$ cat src/rtl/assert_macros.svh
// Assertion helpers shared by the table logic.
`ifndef ASSERT_MACROS_SVH
`define ASSERT_MACROS_SVH

// Condition holds at every clock edge outside reset.
`define SIT_ASSERT_ALWAYS(name, clk, rst_n, cond, msg) \
	name: assert property (@(posedge clk) disable iff (!rst_n) (cond)) else $error(msg);

// Antecedent implies consequent in the same cycle.
`define SIT_ASSERT_IMPLY(name, clk, rst_n, ante, cons, msg) \
	name: assert property (@(posedge clk) disable iff (!rst_n) (ante) |-> (cons)) else $error(msg);

// Antecedent implies consequent in the next cycle.
`define SIT_ASSERT_NEXT(name, clk, rst_n, ante, cons, msg) \
	name: assert property (@(posedge clk) disable iff (!rst_n) (ante) |=> (cons)) else $error(msg);

`endif

$ cat src/rtl/sit_pkg.sv
package sit_pkg;

	localparam int MAX_RANGES_DEF = 16;
	localparam int ADDR_W         = 64;
	localparam int IDX_W          = 4;
	localparam int CNT_W          = 5;
	localparam int STAT_W         = 3;
	localparam int QUEUE_DEPTH    = 2;

	localparam logic OP_INSERT = 1'b0;
	localparam logic OP_READ   = 1'b1;

	localparam logic [STAT_W-1:0] ST_INSERTED  = 3'd0;
	localparam logic [STAT_W-1:0] ST_OVERLAP   = 3'd1;
	localparam logic [STAT_W-1:0] ST_EMPTY     = 3'd2;
	localparam logic [STAT_W-1:0] ST_FULL      = 3'd3;
	localparam logic [STAT_W-1:0] ST_READ_OK   = 3'd4;
	localparam logic [STAT_W-1:0] ST_BAD_INDEX = 3'd5;

	typedef enum logic [1:0] {
		CLS_INSERT,
		CLS_READ,
		CLS_EMPTY
	} cls_t;

	typedef struct packed {
		logic              op;
		logic [ADDR_W-1:0] start_addr;
		logic [ADDR_W-1:0] end_addr;
		logic [IDX_W-1:0]  entry_index;
	} sit_in_t;

	typedef struct packed {
		logic [STAT_W-1:0] status;
		logic [CNT_W-1:0]  entry_count;
		logic [ADDR_W-1:0] read_start;
		logic [ADDR_W-1:0] read_end;
	} sit_out_t;

	typedef struct packed {
		cls_t              cls;
		logic [ADDR_W-1:0] start_addr;
		logic [ADDR_W-1:0] end_addr;
		logic [IDX_W-1:0]  entry_index;
	} q_entry_t;

endpackage

$ cat src/rtl/sit_front.sv
`include "assert_macros.svh"

module sit_front (
	input  logic              clk,
	input  logic              arst_n,
	input  logic              in_valid,
	output logic              in_ready,
	input  sit_pkg::sit_in_t  in_data,
	output logic              q_valid,
	input  logic              q_ready,
	output sit_pkg::q_entry_t q_data
);

	localparam int QD = sit_pkg::QUEUE_DEPTH;
	localparam int PW = (QD > 1) ? $clog2(QD) : 1;
	localparam int CW = $clog2(QD + 1);

	sit_pkg::q_entry_t entry_q [QD];
	sit_pkg::q_entry_t cls_entry;
	logic [PW-1:0]     wr_ptr_q;
	logic [PW-1:0]     rd_ptr_q;
	logic [CW-1:0]     cnt_q;
	logic              push;
	logic              pop;

	always_comb begin
		cls_entry.start_addr  = in_data.start_addr;
		cls_entry.end_addr    = in_data.end_addr;
		cls_entry.entry_index = in_data.entry_index;
		priority if (in_data.op == sit_pkg::OP_READ) begin
			cls_entry.cls = sit_pkg::CLS_READ;
		end else if (in_data.end_addr <= in_data.start_addr) begin
			cls_entry.cls = sit_pkg::CLS_EMPTY;
		end else begin
			cls_entry.cls = sit_pkg::CLS_INSERT;
		end
	end

	assign in_ready = (cnt_q != CW'(QD));
	assign q_valid  = (cnt_q != '0);
	assign q_data   = entry_q[rd_ptr_q];
	assign push     = in_valid && in_ready;
	assign pop      = q_valid && q_ready;

	always_ff @(posedge clk) begin
		if (push) begin
			entry_q[wr_ptr_q] <= cls_entry;
		end
	end

	always_ff @(posedge clk or negedge arst_n) begin
		if (!arst_n) begin
			wr_ptr_q <= '0;
			rd_ptr_q <= '0;
			cnt_q    <= '0;
		end else begin
			if (push) begin
				wr_ptr_q <= (wr_ptr_q == PW'(QD - 1)) ? '0 : wr_ptr_q + PW'(1);
			end
			if (pop) begin
				rd_ptr_q <= (rd_ptr_q == PW'(QD - 1)) ? '0 : rd_ptr_q + PW'(1);
			end
			if (push && !pop) begin
				cnt_q <= cnt_q + CW'(1);
			end else if (pop && !push) begin
				cnt_q <= cnt_q - CW'(1);
			end
		end
	end

	`SIT_ASSERT_ALWAYS(a_queue_bound, clk, arst_n, cnt_q <= CW'(QD), "queue count exceeds depth")

endmodule

$ cat config.mk
export PLATFORM = sky130hd
export DESIGN_NAME = sit_front
export DESIGN_NICKNAME = d
export VERILOG_FILES = /design/src/rtl/sit_pkg.sv /design/src/rtl/sit_front.sv
export VERILOG_INCLUDE_DIRS = /design/src /design/src/rtl
export SDC_FILE = /design/constraint.sdc
export NUM_CORES = 1
export LEC_CHECK = 0
export BUFFER_PORTS_ARGS = -buffer_cell sky130_fd_sc_hd__buf_2
export CAP_MARGIN = 40
export CORE_MARGIN = 4
export CORE_UTILIZATION = 24
export DETAILED_ROUTE_END_ITERATION = 7
export GPL_ROUTABILITY_DRIVEN = 0
export GPL_TIMING_DRIVEN = 0
export MAX_ROUTING_LAYER = met4
export SLEW_MARGIN = 25
export SYNTH_ARGS = -nofsm -noshare
export SYNTH_HDL_FRONTEND = slang
export SYNTH_SLANG_ARGS = --single-unit
$ cat constraint.sdc
create_clock -name clk -period 9.2 [get_ports clk]
set_clock_uncertainty 0.15 [all_clocks]
set_input_delay 1.84 -clock clk [delete_from_list [all_inputs] [get_ports clk]]
set_output_delay 1.84 -clock clk [all_outputs]
set_load 0.01 [all_outputs]
==> results of run 1 <==
## cell usage in the layout, fill, tap and decap left out, types with 5 or more instances in the layout
cell type,instances
a21oi_1,20
buf_12,5
buf_2,277
clkbuf_1,15
clkbuf_16,31
clkinv_2,6
edfxtp_1,268
ha_1,65
inv_1,67
mux2_2,134
nand2_1,19
nand3_1,7
nand4_1,13
nor2_1,6
o21ai_0,9
## cell usage after synthesis (2+ instances only)
library cell	instances
edfxtp_1	268
mux2_2	134
inv_1	67
ha_1	65
a21oi_1	20
nand2_1	19
nand4_1	13
clkbuf_1	10
o21ai_0	9
nand3_1	7
nor2_1	7
buf_2	5
dfrtp_1	4
nor4_1	4
a221oi_1	3
xnor2_1	3
a21o_1	2
a221o_1	2
and4_1	2
nor3_1	2
o21bai_1	2
xor2_1	2
## cell type report
type / count / area (µm²) / area share
Buffer: 15 / 63.8 / 0.00431
Timing Repair Buffer: 283 / 1600 / 0.108
Sequential cell: 272 / 8150 / 0.550
Tap cell: 607 / 759 / 0.0513
Multi-Input combinational cell: 312 / 3000 / 0.202
Clock buffer: 37 / 798 / 0.0539
Inverter: 67 / 251 / 0.0170
Clock inverter: 16 / 188 / 0.0127
Antenna cell: 4 / 10.0 / 0.000676
## kinds of logic after synthesis
group | count (synthesis) | synth area share
mux | 134 | 0.132
fa+ha+maj | 65 | 0.0711
xor+xnor | 5 | 0.00383
flops | 272 | 0.712
simple gates | 59 | 0.0262
buf+inv | 82 | 0.0274
compound gates | 49 | 0.0277
## worst reg2reg max path, cell delays in order (launching register included)
cell and delay [ns]:
dfrtp_1 0.40, nand2b_1 0.17, nand2_1 0.14, nor2_4 0.48, buf_12 0.26, buf_12 0.21, buf_16 0.21
## metal layers
metal | vias to the layer above | part of all wire | track usage
met5 | - | 0 | -
met4 | 0 | 0.018 | 0.0275
met3 | 36 | 0.071 | 0.0289
met2 | 186 | 0.48 | 0.176
met1 | 3264 | 0.43 | 0.137
li1 | 3188 | - | -
## metrics by stage
stage	util	worst slack [ns]
after floorplan	-	0.924
after global placement	0.290	-3.15
after detailed placement	0.295	4.40
after CTS	0.316	4.29
after global routing	0.316	4.23
final	0.316	4.48
## power breakdown
| part | switching (W) | leakage (nW) | internal (W) |
|---|---|---|---|
| Clock | 0.000480 | 0.473 | 0.000724 |
| Combinational | 0.000752 | 2.82 | 0.000600 |
| Sequential | 0.0000545 | 2.54 | 0.00169 |
## worst max path at each step
stage                                end  slack, ns  depth (start not counted)
4_1_cts                      q_data[121]       4.29                          6
5_1_grt                      q_data[117]       4.23                          6
6_report                      q_data[95]       4.48                          6
3_5_place_dp   entry_q[0][133]$_DFFE_PP_       4.40                          9
3_3_place_gp    entry_q[0][97]$_DFFE_PP_      -3.15                          3
2_1_floorplan    entry_q[0][0]$_DFFE_PP_       0.92                          2
## flip-flops by register name, summed over array words and instances, names as in the netlist
register	cells
entry_q	268
cnt_q	2
rd_ptr_q	1
wr_ptr_q	1
==> impl_metrics.toml, run 1 <==
[outcome]
status = "finished clean"

[worst_setup_path]
rrSetupSlack_ns = 6.89
worstRegToRegCells = 6
cp_top_family = "buffers and inverters"
slowest_stage = "mux2_2"
critPathBufInv = 5
critPathMaxStageDelay_ns = 0.40
r2r_start = "cnt_q[0]$_DFFE_PN0P_"
worstSetupEndpointType = "output port"
cp_common_cell = "buf_2"
cp-start-kind = "register"
cp-startpoint = "rd_ptr_q$_DFFE_PN0P_"
worst_ep_arrival_time_ns = 2.73
required_ns = 7.21
crit_fanout = 10
reg2reg_to = "entry_q[0][28]$_DFFE_PP_"
crit_chain = "clkbuf_1 -> buf_8 -> clkbuf_2 -> buf_2 -> mux2_2 -> buf_2"
critPathKind = "reg -> out"

[synthesis]
ys_seq_area_frac = 0.712
ys_seq_elements = 272
ys.flop_type = "edfxtp_1"
synth_top_cell_by_area = "edfxtp_1"
synth.net_count = 868
netlist_area_um2 = 11400
synth-edff-count = 268
synthCells = 666
synthDistinctLibCells = 38
async_reset_ff_frac = 0.0147
yosys-top-cells-area = "edfxtp_1, mux2_2, ha_1"
synth_top_area_share = 0.703
syn_avg_cell_area_um2 = 17.2
ys_warn_count = 0

[floorplanning]
die_w_um = 226
std_cell_rows = 79
coreArea_um2 = 46900
ios = 273
dieArea_um2 = 51200
initial_core_util = 0.244
die_h_um = 226

[clock_network]
ctsRootBufferMaster = "clkbuf_16"
cts_tree = "done"
cts_setup_buffers = 0
cts.clk_slew.worst_paths_ns = 0.05
postCtsHoldBufs = 0
cts_buffers = 31
clkSinkCount = 272
clockBufferDepth = 3
clk-insertion-delay-late_ns = 0.54
h-tree-depth = 1
cts_resized = 0

[timing]
min_period_over_period = 0.513
min_period_ns = 4.72
drv_slew = 0
hold-worst-slack_ns = 0.334
tightest_slew_ns = 0.786
rsz0062_at_grt = "false"
fin_tns_setup_ns = 0
setup_viol = 0
hold_viol_final = 0
maxSlewHeadroom = 0.462
max_freq_mhz = 212

[routing]
drc = 0
wire_per_inst_um = 17.4
drt-total-wl_um = 28000
drt_iter0_markers = 249
vias_per_cell = 4.14
drt_first_pass_iters = 4
ant_nets = 0
vias = 6674

[power_and_ir_drop]
ir_drop_mv = 0.155
power_w = 0.00430
p_leak_nw = 5.83
power_density_nw_per_um2 = 290

[hold_path]
hold_depth = 1
holdPathEnd = "cnt_q[1]$_DFFE_PN0P_"
min_from = "cnt_q[1]$_DFFE_PN0P_"
hold_class = "reg -> reg"

[final_layout]
fillers = 4693
syn_to_final_growth_pct = 29.4
layout.cells.non_filler = 1613
fin_area_um2 = 14800
drive_above_1_share = 0.473
fin_nets = 1184

[grt]
grt_usage = 0.109
gr-total-overflow = 0
grt_max_degree = 45
grt_pass1_wl_um = 41600
antenna_found_initial = 3
grt_pass1_vias = 7055

[placed_design]
io_buffers = 272
place_area_um2 = 13800
placed_cells = 1556
dpl.hpwl_um = 21000

[job]
drv_cap = 0
(Power assumes the default switching activity.)
==> inputs of run 2 (changes only) <==
Settings changed: ABC_AREA from default to 1.
Clock period 9.2 ns to 4.5 ns, I/O delays scaled along.
==> impl_metrics.toml, run 2 <==
[worst_setup_path]
worstSetupEndpointType = "output port"
slowest_stage = "buf_2"
crit_chain = "buf_2 -> inv_2 -> buf_2 -> buf_2 -> nand2_1 -> nand2_1 -> buf_2"
worst_ep_arrival_time_ns = 2.54
critPathMaxStageDelay_ns = 0.41
critPathKind = "reg -> out"
cp_common_cell = "buf_2"
cp-start-kind = "register"
required_ns = 3.45
crit_fanout = 10
critPathBufInv = 5
cp_top_family = "buffers and inverters"

[outcome]
status = "finished clean"

[power_and_ir_drop]
p_leak_nw = 6.81
p_comb_frac = 0.348
p_int_w = 0.00618
ir_drop_mv = 0.302
switchingPower_w = 0.00338
p_clk_frac = 0.279
power_density_nw_per_um2 = 627
power_frac_seq = 0.373
swShare = 0.353

[final_layout]
fin_area_um2 = 15200
syn_to_final_growth_pct = 31.4
largest_register_ffs = 268
fin_nets = 1519
fin_util = 0.319
final_cell_mix = "nand2_1, buf_2, edfxtp_1"
largest-register = "entry_q"
drive_above_1_share = 0.270
top_regs = "entry_q x268, cnt_q x2"
mostFrequentLayoutCell = "nand2_1"

[synthesis]
synth.net_count = 1194
synth_mux_area_frac = 0
synth_top_family_by_area = "simple AND/OR/NAND/NOR gates"
ys_warn_count = 0
syn_avg_cell_area_um2 = 11.7
synth_top_area_share = 0.694
yosys-top-cells-area = "edfxtp_1, nand2_1, ha_1"
synthAdderAreaFrac = 0.0701
async_reset_ff_frac = 0.0147
synthCells = 992
synth_commonest_cells = "nand2_1, edfxtp_1, inv_1"
synth_compound_area_frac = 0.0218
yosys.area_share.simple = 0.167
synth-edff-count = 268
synth_xor_area_frac = 0.00226
synth_top_cell_by_area = "edfxtp_1"
yosysMostFrequentCell = "nand2_1"
synthDistinctLibCells = 28
netlist_area_um2 = 11600
ys.flop_type = "edfxtp_1"
ys_seq_area_frac = 0.702
ys_seq_elements = 272

[routing]
drt_iter0_markers = 384
drt-total-wl_um = 33400
drc = 0
vias_per_cell = 4.09
vias = 7988
ant_nets = 0
drt_first_pass_iters = 5
wire_per_inst_um = 17.1

[clock_network]
clk-insertion-delay-late_ns = 0.53
cts.clk_slew.worst_paths_ns = 0.06
cts_buffers = 34
h-tree-depth = 2
clockBufferDepth = 3
cts_setup_buffers = 0
ctsRootBufferMaster = "clkbuf_16"
cts_tree = "done"
clkSinkCount = 272

[floorplanning]
std_cell_rows = 80
coreArea_um2 = 47700
initial_core_util = 0.243
ios = 273
die_h_um = 228
dieArea_um2 = 51900
die_w_um = 228

[grt]
grt_max_degree = 24
antenna_found_initial = 1
grt_usage = 0.129
gr-total-overflow = 0
grt_pass1_wl_um = 49700
grt_pass1_vias = 8079

[timing]
drv_slew = 0
maxSlewHeadroom = 0.506
min_period_over_period = 0.798
max_freq_mhz = 279
hold_viol_final = 0
min_period_ns = 3.59
rsz0062_at_grt = "false"
setup_viol = 0
tightest_slew_ns = 0.741

[placed_design]
dpl.hpwl_um = 25100
io_buffers = 272
place_area_um2 = 14100

[hold_path]
hold_class = "reg -> reg"

[job]
drv_cap = 0
## run 2: changes by cell type in the layout (fill, tap and decap cells not counted), moves of 5 or more
cell and delta:
nand2_1 +443, mux2_2 -134, a21oi_1 +12, inv_1 +10
buf_2 +9, nand4_1 -8, buf_16 +7, nor2_1 +7
clkbuf_16 +6, o21ai_0 -6, clkinv_1 +5
## run 2: through the flow
stage	setup slack (ns)	hold slack (ns)	TNS [ns]	cells	total power (W)
2_1_floorplan	-0.595	0.296	-157.51	992	0.00530
3_3_place_gp	-3.33	0.313	-885.29	1879	0.00689
4_1_cts	0.703	0.333	0	1953	0.00980
6_report	0.910	0.329	0	1955	0.00956
5_1_grt	0.665	0.367	0	1955	0.0102
3_5_place_dp	1.30	0.321	0	1894	0.00707
## run 2: cell families (layout without fill, tap and decap cells)
logic type               after synthesis  after routing
AO/OA/AOI/OAI                         47             47
XOR/XNOR                               3              3
adder cells (fa/ha/maj)               65             65
buffers and inverters                109            456
flip-flops                           272            272
other                                  0              1
AND/OR/NAND/NOR                      496            496
## run 2: power by group through the flow
stage	logic, W	registers (W)	clock network [W]
2_1_floorplan	0.00163	0.00367	0
3_3_place_gp	0.00314	0.00375	0
3_5_place_dp	0.00345	0.00362	0
4_1_cts	0.00346	0.00357	0.00276
5_1_grt	0.00371	0.00360	0.00288
6_report	0.00333	0.00356	0.00266
## run 2: path summary, 6_finish.rpt
kind,startpoint,to,slack (ns),depth (start not counted)
setup / recovery,rd_ptr_q$_DFFE_PN0P_,q_data[99],0.91,7
hold / removal,cnt_q[0]$_DFFE_PN0P_,cnt_q[0]$_DFFE_PN0P_,0.33,1
setup reg to reg,cnt_q[0]$_DFFE_PN0P_,entry_q[1][128]$_DFFE_PP_,2.13,8
hold reg to reg,cnt_q[0]$_DFFE_PN0P_,cnt_q[0]$_DFFE_PN0P_,0.33,1
max in group asynchronous,arst_n,wr_ptr_q$_DFFE_PN0P_,3.53,2
min in group asynchronous,arst_n,cnt_q[1]$_DFFE_PN0P_,0.55,2
## run 2: final cells by class
class                      instances  area, µm²
fill                            4824      32500
sequential                       272       8150
multi-input combinational        611       3040
timing repair buffer             289       1770
clock buffer                      41        941
tap                              615        769
inverter                          80        300
clock inverter                    17        146
buffer                            29        126
antenna                            1       2.50
## run 2: worst reg2reg max path, delay by kind of cell, from the launching register on
kind,cells,cell delay [ns]
buffers and inverters,5,0.86
AND/OR/NAND/NOR,3,0.68
flip-flops,1,0.36
## run 2: routing by layer
| metal | vias up | GRT usage | wire [µm] |
|---|---|---|---|
| met5 | - | - | 0 |
| met4 | 0 | 0.0365 | 750 |
| li1 | 3976 | - | - |
| met3 | 43 | 0.0283 | 1640 |
| met2 | 205 | 0.209 | 15900 |
| met1 | 3764 | 0.165 | 15200 |
## run 2: what timing repair did
item / in CTS / in global routing
hold endpoints to repair: 4 / 0
hold buffers: 1 / 0
gates resized for setup: 0 / 0
